**src/hw/rtl/oled_pkg.sv**
```systemverilog
// Shared types, constants and index helpers for the ordered list engine.
// Used by oled_ram, oled_cmp and ordered_list_engine_unit; depends on nothing.
`timescale 1ns / 1ps
`default_nettype none

package oled_pkg;

  // List capacity and the widths that follow from it
  localparam int CAPACITY = 64;
  localparam int IDX_W    = (CAPACITY > 1) ? $clog2(CAPACITY) : 1;
  localparam int CNT_W    = $clog2(CAPACITY + 1);
  localparam int SUM_W    = CNT_W + 1;

  // Field widths fixed by the stream format
  localparam int DATA_W      = 32;
  localparam int OP_W        = 2;
  localparam int ST_W        = 2;
  localparam int POS_W       = 7;
  localparam int IN_TDATA_W  = 40;
  localparam int OUT_TDATA_W = 80;

  // Operation codes
  localparam logic [OP_W-1:0] OP_FRONT  = 2'd0;
  localparam logic [OP_W-1:0] OP_BACK   = 2'd1;
  localparam logic [OP_W-1:0] OP_REMOVE = 2'd2;
  localparam logic [OP_W-1:0] OP_LOCATE = 2'd3;

  // Status codes
  localparam logic [ST_W-1:0] ST_OK   = 2'd0;
  localparam logic [ST_W-1:0] ST_FULL = 2'd1;
  localparam logic [ST_W-1:0] ST_MISS = 2'd2;

  typedef logic [DATA_W-1:0] data_t;
  typedef logic [IDX_W-1:0]  idx_t;
  typedef logic [CNT_W-1:0]  cnt_t;

  // Store write request
  typedef struct packed {
    logic  en;
    idx_t  addr;
    data_t data;
  } ram_wr_t;

  // Running extremes fed to the compare unit
  typedef struct packed {
    logic  have;
    data_t max_v;
    data_t min_v;
  } acc_t;

  // Compare unit answer
  typedef struct packed {
    logic  eq;
    data_t max_v;
    data_t min_v;
  } cmp_res_t;

  // Physical slot of a logical position, wrapped round the circular store
  function automatic idx_t slot_of(input idx_t head, input cnt_t logical);
    logic [SUM_W-1:0] sum;
    sum = SUM_W'(head) + SUM_W'(logical);
    if (sum >= SUM_W'(CAPACITY)) begin
      sum = sum - SUM_W'(CAPACITY);
    end
    return sum[IDX_W-1:0];
  endfunction

  // Slot in front of the head, wrapped
  function automatic idx_t slot_before(input idx_t head);
    idx_t r;
    if (head == '0) begin
      r = IDX_W'(CAPACITY - 1);
    end else begin
      r = head - IDX_W'(1);
    end
    return r;
  endfunction

  // Count or index masked to a 7-bit field
  function automatic logic [POS_W-1:0] to_field7(input cnt_t c);
    logic [31:0] t;
    t = 32'(c);
    return t[POS_W-1:0];
  endfunction

endpackage

`default_nettype wire

```
**src/hw/rtl/oled_ram.sv**
```systemverilog
// Circular entry store: one write port and one registered read port.
// Depends on oled_pkg for the depth, widths and write request type.
`timescale 1ns / 1ps
`default_nettype none

module oled_ram (
  input  wire                     clk,
  input  wire oled_pkg::ram_wr_t  wr,
  input  wire oled_pkg::idx_t     rd_addr,
  output oled_pkg::data_t         rd_data
);
  import oled_pkg::*;

  data_t mem_r [CAPACITY];
  data_t rd_data_r;

  // Write the requested slot
  always_ff @(posedge clk) begin
    if (wr.en) begin
      mem_r[wr.addr] <= wr.data;
    end
  end

  // Register the read word
  always_ff @(posedge clk) begin
    rd_data_r <= mem_r[rd_addr];
  end

  assign rd_data = rd_data_r;

endmodule

`default_nettype wire

```
**src/hw/rtl/oled_cmp.sv**
```systemverilog
// Shared compare unit: key match and signed max/min update for one word.
// Depends on oled_pkg for the accumulator and result types.
`timescale 1ns / 1ps
`default_nettype none

module oled_cmp (
  input  wire oled_pkg::data_t    operand,
  input  wire oled_pkg::data_t    key,
  input  wire oled_pkg::acc_t     acc,
  output oled_pkg::cmp_res_t      res
);
  import oled_pkg::*;

  logic above;
  logic below;

  // Signed compares against the running extremes
  assign above = $signed(operand) > $signed(acc.max_v);
  assign below = $signed(operand) < $signed(acc.min_v);

  // Key match; take the word as the new extreme when none is held yet or it lies beyond the held one
  always_comb begin
    res.eq    = (operand == key);
    res.max_v = (!acc.have || above) ? operand : acc.max_v;
    res.min_v = (!acc.have || below) ? operand : acc.min_v;
  end

endmodule

`default_nettype wire

```
**src/hw/rtl/ordered_list_engine_unit.sv**
```systemverilog
// Top level of the ordered list engine: sequencer, list registers, output word.
// Depends on oled_pkg, oled_ram and oled_cmp.
`timescale 1ns / 1ps
`default_nettype none

// Channel | Dir | Ports                          | Contents
// in      | in  | in_tvalid/in_tready/in_tdata   | tuser: operation; tdata: value
// out     | out | out_tvalid/out_tready/out_tdata| tuser: status; tdata: results
//
// Insert: the write and the extreme update are made at accept; the result is loaded in S_POST.
// Remove and locate: the single store read port walks every held entry once,
// closing up the list behind a removed entry meanwhile.
// An empty-list remove or locate, or a full-list insert, goes straight to S_POST.
// in_tready is low while an item is in work or its result cannot be loaded.
// Reset empties the list; the store itself is not cleared.
module ordered_list_engine_unit (
  input  wire                               clk,
  input  wire                               rst_n,
  input  wire                               in_tvalid,
  output logic                              in_tready,
  // [31:0] value, [39:32] zero
  input  wire  [oled_pkg::IN_TDATA_W-1:0]   in_tdata,
  // [1:0] operation
  input  wire  [oled_pkg::OP_W-1:0]         in_tuser,
  output logic                              out_tvalid,
  input  wire                               out_tready,
  // [6:0] position, [13:7] entry_count, [45:14] max_value, [77:46] min_value,
  // [79:78] zero
  output logic [oled_pkg::OUT_TDATA_W-1:0]  out_tdata,
  // [1:0] status
  output logic [oled_pkg::ST_W-1:0]         out_tuser
);
  import oled_pkg::*;

  localparam logic [1:0] S_IDLE = 2'd0;
  localparam logic [1:0] S_SCAN = 2'd1;
  localparam logic [1:0] S_POST = 2'd2;

  logic [1:0]      state_r, state_nxt;
  idx_t            head_r, head_nxt;
  cnt_t            count_r, count_nxt;
  cnt_t            didx_r, didx_nxt;
  cnt_t            hit_r, hit_nxt;
  logic            found_r, found_nxt;
  logic [OP_W-1:0] op_r, op_nxt;
  data_t           key_r, key_nxt;
  acc_t            acc_r, acc_nxt;
  logic [ST_W-1:0] status_r, status_nxt;
  logic [POS_W-1:0] pos_r, pos_nxt;

  logic            out_valid_r;
  logic [OUT_TDATA_W-1:0] out_data_r;
  logic [ST_W-1:0] out_user_r;
  logic            load_out;

  ram_wr_t         wr;
  idx_t            rd_addr;
  data_t           rd_data;
  data_t           cmp_operand;
  data_t           cmp_key;
  cmp_res_t        cmp_res;

  logic [OP_W-1:0] in_op;
  data_t           in_value;
  logic            hit_now;
  logic            last_word;
  logic            found_fin;
  cnt_t            hit_fin;
  data_t           res_max;
  data_t           res_min;

  assign in_op    = in_tuser;
  assign in_value = in_tdata[DATA_W-1:0];

  oled_ram u_ram (
    .clk     (clk),
    .wr      (wr),
    .rd_addr (rd_addr),
    .rd_data (rd_data)
  );

  // Feed the shared unit from the input word or the store read word
  assign cmp_operand = (state_r == S_SCAN) ? rd_data : in_value;
  assign cmp_key     = key_r;

  oled_cmp u_cmp (
    .operand (cmp_operand),
    .key     (cmp_key),
    .acc     (acc_r),
    .res     (cmp_res)
  );

  // Scan bookkeeping for the word now on the read port
  assign hit_now   = !found_r && cmp_res.eq;
  assign last_word = (didx_r == count_r - CNT_W'(1));
  assign found_fin = found_r || hit_now;
  assign hit_fin   = found_r ? hit_r : didx_r;

  assign in_tready = (state_r == S_IDLE);
  assign load_out  = (state_r == S_POST) && (!out_valid_r || out_tready);

  // Sequencer
  always_comb begin
    state_nxt  = state_r;
    head_nxt   = head_r;
    count_nxt  = count_r;
    didx_nxt   = didx_r;
    hit_nxt    = hit_r;
    found_nxt  = found_r;
    op_nxt     = op_r;
    key_nxt    = key_r;
    acc_nxt    = acc_r;
    status_nxt = status_r;
    pos_nxt    = pos_r;
    wr.en      = 1'b0;
    wr.addr    = slot_of(head_r, count_r);
    wr.data    = in_value;
    rd_addr    = slot_of(head_r, didx_r + CNT_W'(1));

    unique case (state_r)
      S_IDLE: begin
        rd_addr = head_r;
        if (in_tvalid) begin
          op_nxt     = in_op;
          key_nxt    = in_value;
          status_nxt = ST_OK;
          pos_nxt    = '1;
          didx_nxt   = '0;
          found_nxt  = 1'b0;
          state_nxt  = S_POST;
          if (in_op == OP_FRONT || in_op == OP_BACK) begin
            if (count_r == CNT_W'(CAPACITY)) begin
              status_nxt = ST_FULL;
            end else begin
              // Insert the word and fold it into the extremes
              wr.en = 1'b1;
              if (in_op == OP_FRONT) begin
                wr.addr  = slot_before(head_r);
                head_nxt = slot_before(head_r);
              end
              count_nxt     = count_r + CNT_W'(1);
              acc_nxt.have  = 1'b1;
              acc_nxt.max_v = cmp_res.max_v;
              acc_nxt.min_v = cmp_res.min_v;
            end
          end else if (count_r == '0) begin
            status_nxt = ST_MISS;
          end else begin
            // Start a walk from the front; rebuild the extremes on the way
            acc_nxt.have = 1'b0;
            state_nxt    = S_SCAN;
          end
        end
      end
      S_SCAN: begin
        didx_nxt = didx_r + CNT_W'(1);
        if (hit_now) begin
          found_nxt = 1'b1;
          hit_nxt   = didx_r;
        end
        // Drop the removed word from the extremes, keep all others
        if (!(hit_now && op_r == OP_REMOVE)) begin
          acc_nxt.have  = 1'b1;
          acc_nxt.max_v = cmp_res.max_v;
          acc_nxt.min_v = cmp_res.min_v;
        end
        // Close up behind a removed entry
        if (found_r && op_r == OP_REMOVE) begin
          wr.en   = 1'b1;
          wr.addr = slot_of(head_r, didx_r - CNT_W'(1));
          wr.data = rd_data;
        end
        if (last_word) begin
          state_nxt = S_POST;
          if (!found_fin) begin
            status_nxt = ST_MISS;
          end else if (op_r == OP_LOCATE) begin
            pos_nxt = to_field7(hit_fin);
          end else begin
            count_nxt = count_r - CNT_W'(1);
          end
        end
      end
      S_POST: begin
        if (load_out) begin
          state_nxt = S_IDLE;
        end
      end
      default: begin
        state_nxt = S_IDLE;
      end
    endcase
  end

  // Control state
  always_ff @(posedge clk) begin
    if (!rst_n) begin
      state_r      <= S_IDLE;
      head_r       <= '0;
      count_r      <= '0;
      acc_r        <= '0;
      found_r      <= 1'b0;
      didx_r       <= '0;
      out_valid_r  <= 1'b0;
    end else begin
      state_r      <= state_nxt;
      head_r       <= head_nxt;
      count_r      <= count_nxt;
      acc_r        <= acc_nxt;
      found_r      <= found_nxt;
      didx_r       <= didx_nxt;
      if (load_out) begin
        out_valid_r <= 1'b1;
      end else if (out_tready) begin
        out_valid_r <= 1'b0;
      end
    end
  end

  // Payload registers
  always_ff @(posedge clk) begin
    hit_r       <= hit_nxt;
    op_r        <= op_nxt;
    key_r       <= key_nxt;
    status_r    <= status_nxt;
    pos_r       <= pos_nxt;
  end

  // Extremes read as all ones when the list is empty
  assign res_max = acc_r.have ? acc_r.max_v : '1;
  assign res_min = acc_r.have ? acc_r.min_v : '1;

  // Hold the result word until taken
  always_ff @(posedge clk) begin
    if (load_out) begin
      out_data_r <= {2'b00, res_min, res_max, to_field7(count_r), pos_r};
      out_user_r <= status_r;
    end
  end

  assign out_tvalid = out_valid_r;
  assign out_tdata  = out_data_r;
  assign out_tuser  = out_user_r;

endmodule

`default_nettype wire

```
**config.mk**
```make
export PLATFORM = sky130hd
export DESIGN_NAME = ordered_list_engine_unit
export DESIGN_NICKNAME = d
export VERILOG_FILES = /design/src/hw/rtl/oled_pkg.sv /design/src/hw/rtl/oled_ram.sv /design/src/hw/rtl/oled_cmp.sv /design/src/hw/rtl/ordered_list_engine_unit.sv
export SDC_FILE = /design/constraint.sdc
export NUM_CORES = 2
export LEC_CHECK = 0
export ABC_AREA = 1
export BUFFER_PORTS_ARGS = -buffer_cell sky130_fd_sc_hd__buf_2
export CORE_UTILIZATION = 45
export CTS_BUF_LIST = sky130_fd_sc_hd__clkbuf_4 sky130_fd_sc_hd__clkbuf_8
export DETAILED_ROUTE_END_ITERATION = 16
export GPL_ROUTABILITY_DRIVEN = 0
export GPL_TIMING_DRIVEN = 0
export HOLD_SLACK_MARGIN = 0.08
export SETUP_SLACK_MARGIN = 0.4
export SLEW_MARGIN = 30
export SYNTH_ARGS = -nofsm -noshare
export SYNTH_HDL_FRONTEND = slang
export SYNTH_SLANG_ARGS = --single-unit
```
**constraint.sdc**
```tcl
create_clock -name clk -period 10.13 [get_ports clk]
set_input_delay 2.026 -clock clk [delete_from_list [all_inputs] [get_ports clk]]
set_output_delay 2.026 -clock clk [all_outputs]
set_load 0.05 [all_outputs]
```
======== Word level (Yosys, flattened, before mapping) ========
Memories as Yosys holds them, arrays and structs flattened. A register that Yosys moved wholly into a read port is not among the register bits.
Cells that the tools add are included.
W data, S select, Z words.
word-level totals
  register bits after elaboration ......... 219
  memories ................................ 1
  input port bits ......................... 46
  logic and storage cells ................. 142
  RAM bits ................................ 2,048
memories
  memory       words  width  read ports  clocked after memory_dff  write ports  line            text
  u_ram.mem_r  64     32     1           1                         1            oled_ram.sv:14  data_t mem_r [CAPACITY];
operators by class
  mux-type cells .......................... 57
  add/sub/neg operators ................... 11
  equality and inequality tests ........... 21
  bitwise logic cells ..................... 1
  order comparisons ....................... 5
  reductions and logical operators ........ 29
operator list
  cell                   number
  $mux W65               3
  $pmux W65 S2           1
  $mux W32               4
  $mux W7                15
  $mux W64               1
  $pmux W7 S2            4
  $mux W39               1
  $mux W6                6
  $eq A32 B32 Y1         1
  $gt A32 B32 Y1         1
  $lt A32 B32 Y1         1
  $add A6 B7 Y8          3
  $ge A8 B7 Y1 const B   3
  $sub A6 B1 Y6 const B  4
  $mux W2                10
  $reduce_and A5 Y1      4
  $ne A2 B2 Y1 const B   9
  $add A7 B1 Y7 const B  2
  $sub A7 B1 Y7 const B  2
  $mux W1                9
  $eq A7 B7 Y1           1
  $eq A7 B7 Y1 const B   1
  $logic_not A7 Y1       1
  $reduce_and A7 Y1      1
  other kinds (17)       36

======== Depth between registers and ports, before layout ========
  word-level depth ........................ 10
  depth in mapped cells ................... 23

======== Cells and area by module ========
Synthesis repeated with hierarchy kept, for this count alone.
unflattened totals
  cells, all modules ...................... 8,424
  area, all modules ....................... 95,823.2 um^2
by module, submodules not included
  module                    sequential area each (um^2)  area each (um^2)  times used  cells each
  oled_ram                  62,139.6                     82,739.4          1           6,769
  ordered_list_engine_unit  5,685.5                      9,980.8           1           1,102
  oled_cmp                  0.0                          3,103.0           1           553

======== Worst setup path after synthesis ========
OpenSTA, ideal clock, no wires.
  path kind ............................... input -> register
  start ................................... input in_tvalid
  end ..................................... memory u_ram.mem_r[0][0] (netlist bit), enable pin
  path buffers ............................ 0
  stages on the path ...................... 8
  setup slack ............................. 3.934 ns
  arrival ................................. 5.774 ns
  path through ............................ inv_1 -> nor2_1 -> inv_1 -> o21ai_0 -> inv_1 -> nor2_1 -> nand2_1 -> nor2_1
on the way
  longest elaborated chain between the ends .. 4
RTL lines
  item                           line                             text
  start: declaration             ordered_list_engine_unit.sv:19   input wire in_tvalid,
  $mux W7 *                      ordered_list_engine_unit.sv:123  if (in_tvalid) begin
  $pmux W7 S2 *                  ordered_list_engine_unit.sv:120  unique case (state_r)
  $mux W1                        oled_ram.sv:19                   if (wr.en) begin
  $mux W1 (implied by the code)  oled_ram.sv:20                   mem_r[wr.addr] <= wr.data;
  end: declaration               oled_ram.sv:14
Every way passes the cells marked *; elsewhere a longest branch is shown, timed or not.

======== Worst setup path in the final report ========
  start ................................... register didx_r[0]
  end ..................................... register u_ram.rd_data_r[10] (netlist: u_ram.rd_data[10]) (read register of u_ram.mem_r)
on the way
  longest elaborated chain between the ends .. 5
  elaborated cells between the ends (all ways) .. 6
  classes of those cells .................. 3 x add/sub; 1 x order compare; 2 x mux
RTL lines
  item                                                  line                             text
  start: declaration                                    ordered_list_engine_unit.sv:42   cnt_t didx_r, didx_nxt;
  start signal: assignment                              ordered_list_engine_unit.sv:211  didx_r <= didx_nxt;
  $add A7 B1 Y7 *                                       ordered_list_engine_unit.sv:118  rd_addr = slot_of(head_r, didx_r + CNT_W'(1));
  $add A6 B7 Y8 *                                       oled_pkg.sv:61                   sum = SUM_W'(head) + SUM_W'(logical);
  $ge A8 B7 Y1 / $sub A6 B1 Y6 (equally long branches)  oled_pkg.sv:62, oled_pkg.sv:63
  $mux W6 *                                             oled_pkg.sv:62                   if (sum >= SUM_W'(CAPACITY)) begin
  $mux W6 *                                             ordered_list_engine_unit.sv:120
  end: declaration                                      oled_ram.sv:15                   data_t rd_data_r;
Marked as above.
A chain may end at the register's enable or synchronous reset.

==> metrics.txt <==
status finished, final reports clean; maxcap violations 0; largest net degree at the start of global routing 49; Post-CTS Setup Bufs 0; DR vias/cell 6.00; syn avg cell area 12.7 µm²; gr usage total 0.287; DRT iter0 DRCs 8,807; Sw Ratio 0.422; placed instance area 102,000 µm²; clock latency on the worst-skew pair 1130 ps; Final Skew 67.4 ps; RSZ-0062 raised after global routing no; Syn Inst Count 7,310; internal power 18.5 mW; crit-path max FO 10; fin area 109,000 µm²; CTS tree done; cts hold-fix bufs 0; PostCTS Resize Cnt 0; Comb power frac 0.400; worst setup margin 4320 ps; post-synthesis adder-cell area fraction 0.0117; CP Class reg2reg; Post-synth top flop edfxtp_1; Worst Path Arrival 6720 ps; Post-Syn Area 92,700 µm²; Hold Fails Final Rpt 0; Design Power 32.1 mW; Distinct cells, synth 41; Post-Synth XOR/XNOR Area 0.00274; Synth Area in Compound Gates 0.133; Die Area 208,000 µm²; clock buffer depth 4; Startpoint Class flop; worst slew pin tran 1070 ps; fin crit period 5810 ps; Vias 65,800; Post-synth EDFFs 2,178; Final Max Tran Viols 0; WP data required 11,030 ps; Clock Tree Root clkbuf_8; FFs w/ async S/R, synth 0; Die X 456 µm; NetSw 13.5 mW; DR pass1 iterations 8; Routed Antenna Nets 0; power per cell area 294 nW/µm²; first-pass GRT wire length 432,000 µm; # fillers 17,000; Clk pwr share 0.250; Synth Warn # 0; max frequency 0.172 GHz; Clock Pin Slew Worst Setup and Hold Paths 60 ps; Total Nets Final 8,108; FP Rows 166; CP endpoint kind flop; initial core utilization 0.453; number of global-route vias before repair 62,300; period utilization 0.574; number of remaining DRC errors 0; Final setup viols 0; total CTS buffers 384; wire per inst 27.7 µm; post-synthesis mux area share 0; core region area 205,000 µm²; Worst VDD drop 0.000185 V; register area share after synthesis 0.732; Simple-Gate Fraction of Synth Area 0.0905; I/O pin cnt 130; final WL 304,000 µm; CTS sink count 2,299; area grow syn2layout 17.6%; HPWL after detailed placement 214,000 µm; Pleak 35.9 nW; GRT overflow 0; H-tree levels 5; fraction of layout cells with a size suffix above 1 0.128; I/O Buffers 118; die span in y 456 µm; Hold WC Path Type reg2reg; post-synthesis register bit count 2,299; antenna violations before repair 21; reg2reg setup slack 4320 ps; Flop pwr share 0.350; main combinational cell family by area after synthesis compound AO/OA/AOI/OAI gates; post-placement worst setup slack 4380 ps; max_slew headroom 0.284
## state kept, by name, indices dropped and copies added, names as in the netlist, 2 cells and up
signal         flops
acc_r             65
op_r               2
pos_r              7
u_ram.rd_data     32
cmp_key           32
status_r           2
hit_r              7
out_tdata         78
state_r            2
count_r            7
u_ram.mem_r     2048
head_r             6
didx_r             7
out_tuser          2
## path summary, 6_finish.rpt
kind | start | end | cells past startpoint
max | didx_r[0] | u_ram.rd_data[10] | 14
min | pos_r[1] | out_tdata[1] | 0
max reg2reg | didx_r[0] | u_ram.rd_data[10] | 14
min reg2reg | pos_r[1] | out_tdata[1] | 0
## per-layer routing
metal / track usage / routed length (µm) / up-vias
met3: 0.0643 / 33500 / 677
li1: - / - / 28600
met5: 0 / 27 / -
met1: 0.392 / 120000 / 32500
met4: 0.151 / 16700 / 4
met2: 0.429 / 134000 / 3983
## metrics by stage
| stage | instances | setup TNS [ps] | hold WS, ps | util |
|---|---|---|---|---|
| 4_1_cts | 10900 | 0 | 411 | 0.533 |
| 6_report | 11000 | 0 | 414 | 0.533 |
| 2_1_floorplan | 7311 | 0 | 400 | - |
| 5_1_grt | 10900 | 0 | 415 | 0.533 |
| 3_3_place_gp | 10100 | -1095810 | 402 | 0.472 |
| 3_5_place_dp | 10300 | 0 | 405 | 0.497 |
## synthesized netlist by cell type (2+ instances only)
cell type / instances / area share
edfxtp_1: 2178 / 0.71
nor2_1: 1221 / 0.049
o21ai_0: 1131 / 0.061
nand2_1: 583 / 0.024
clkbuf_1: 431 / 0.017
o211ai_1: 289 / 0.023
o22ai_1: 256 / 0.017
nand3_1: 238 / 0.013
o221ai_1: 228 / 0.022
inv_1: 206 / 0.0083
dfxtp_1: 121 / 0.026
a21oi_1: 101 / 0.0055
ha_1: 82 / 0.011
buf_2: 38 / 0.0021
buf_1: 31 / 0.0013
o21bai_1: 29 / 0.0023
xor2_1: 25 / 0.0024
and2_1: 24 / 0.0016
o21ai_1: 16 / 0.00086
nand4_1: 11 / 0.00074
nor3_1: 10 / 0.00054
and2_0: 9 / 0.00061
inv_2: 7 / 0.00028
or2_2: 6 / 0.00041
o21a_1: 5 / 0.00041
a211oi_1: 4 / 0.00032
buf_4: 4 / 0.00032
xnor2_1: 4 / 0.00038
buf_6: 3 / 0.00036
fa_1: 3 / 0.00065
a31oi_1: 2 / 0.00013
nand3b_1: 2 / 0.00016
nor2_2: 2 / 0.00013
nor3b_1: 2 / 0.00016
nor4_1: 2 / 0.00013
## cell usage in the layout, fill, tap and decap left out, types with 14 or more instances in the layout
| cell type | Yosys | layout |
|---|---|---|
| clkinv_1 | 1 | 87 |
| nor2_1 | 1221 | 1155 |
| clkbuf_1 | 431 | 410 |
| buf_1 | 31 | 30 |
| and2_1 | 24 | 24 |
| buf_16 | 0 | 131 |
| clkbuf_4 | 0 | 122 |
| o22ai_1 | 256 | 256 |
| o21bai_1 | 29 | 29 |
| o21ai_1 | 16 | 17 |
| dfxtp_1 | 121 | 121 |
| o21ai_0 | 1131 | 1112 |
| clkbuf_2 | 0 | 21 |
| xor2_1 | 25 | 24 |
| ha_1 | 82 | 82 |
| nand2_4 | 0 | 14 |
| clkbuf_8 | 0 | 401 |
| buf_12 | 0 | 16 |
| nor2_4 | 0 | 66 |
| o211ai_1 | 289 | 289 |
| a21oi_1 | 101 | 101 |
| nand2_1 | 583 | 561 |
| nand3_1 | 238 | 238 |
| buf_8 | 0 | 15 |
| edfxtp_1 | 2178 | 2178 |
| o221ai_1 | 228 | 228 |
| buf_2 | 38 | 157 |
| clkinv_2 | 0 | 37 |
| inv_1 | 206 | 206 |
| o21ai_4 | 0 | 18 |
## cell type report
cell class	count	area, µm²	area share
Sequential cell	2299	67800	0.622
Multi-Input combinational cell	4291	22900	0.210
Clock buffer	523	6430	0.0590
Timing Repair Buffer	280	4740	0.0435
Tap cell	2688	3360	0.0309
Buffer	507	2020	0.0185
Clock inverter	142	865	0.00793
Inverter	214	803	0.00737
Antenna cell	11	27.5	0.000253
## worst max-delay path, stage by stage, from the launching register on
cell and delay, ps:
dfxtp_1 450, inv_1 180, ha_1 370, inv_1 140, fa_1 450, o21ai_2 840, clkbuf_1 840, clkbuf_1 470
o21ai_0 170, o22ai_1 250, o211ai_1 210, nand3_1 470, and2_1 350, nand2_1 120, o21ai_0 290
## power by group through the flow
stage | sequential (mW) | clock [mW] | combinational [mW]
finish | 11.2 | 8.01 | 12.8
global placement | 11.5 | 0 | 11.8
detailed placement | 11.4 | 0 | 12.4
floorplan | 11.7 | 0 | 6.70
CTS | 11.2 | 8.06 | 12.4
global route | 11.3 | 8.45 | 13.5
## cells by family after synthesis
kind of cell | after synthesis
DFF | 2299
AOI/OAI and AO/OA | 2064
other | 1
and+or+nand+nor | 2111
xor gates and xnor gates | 29
buffers and inverters | 721
adders and majority gates | 85
Note: power is estimated with default switching activity, not from simulation.
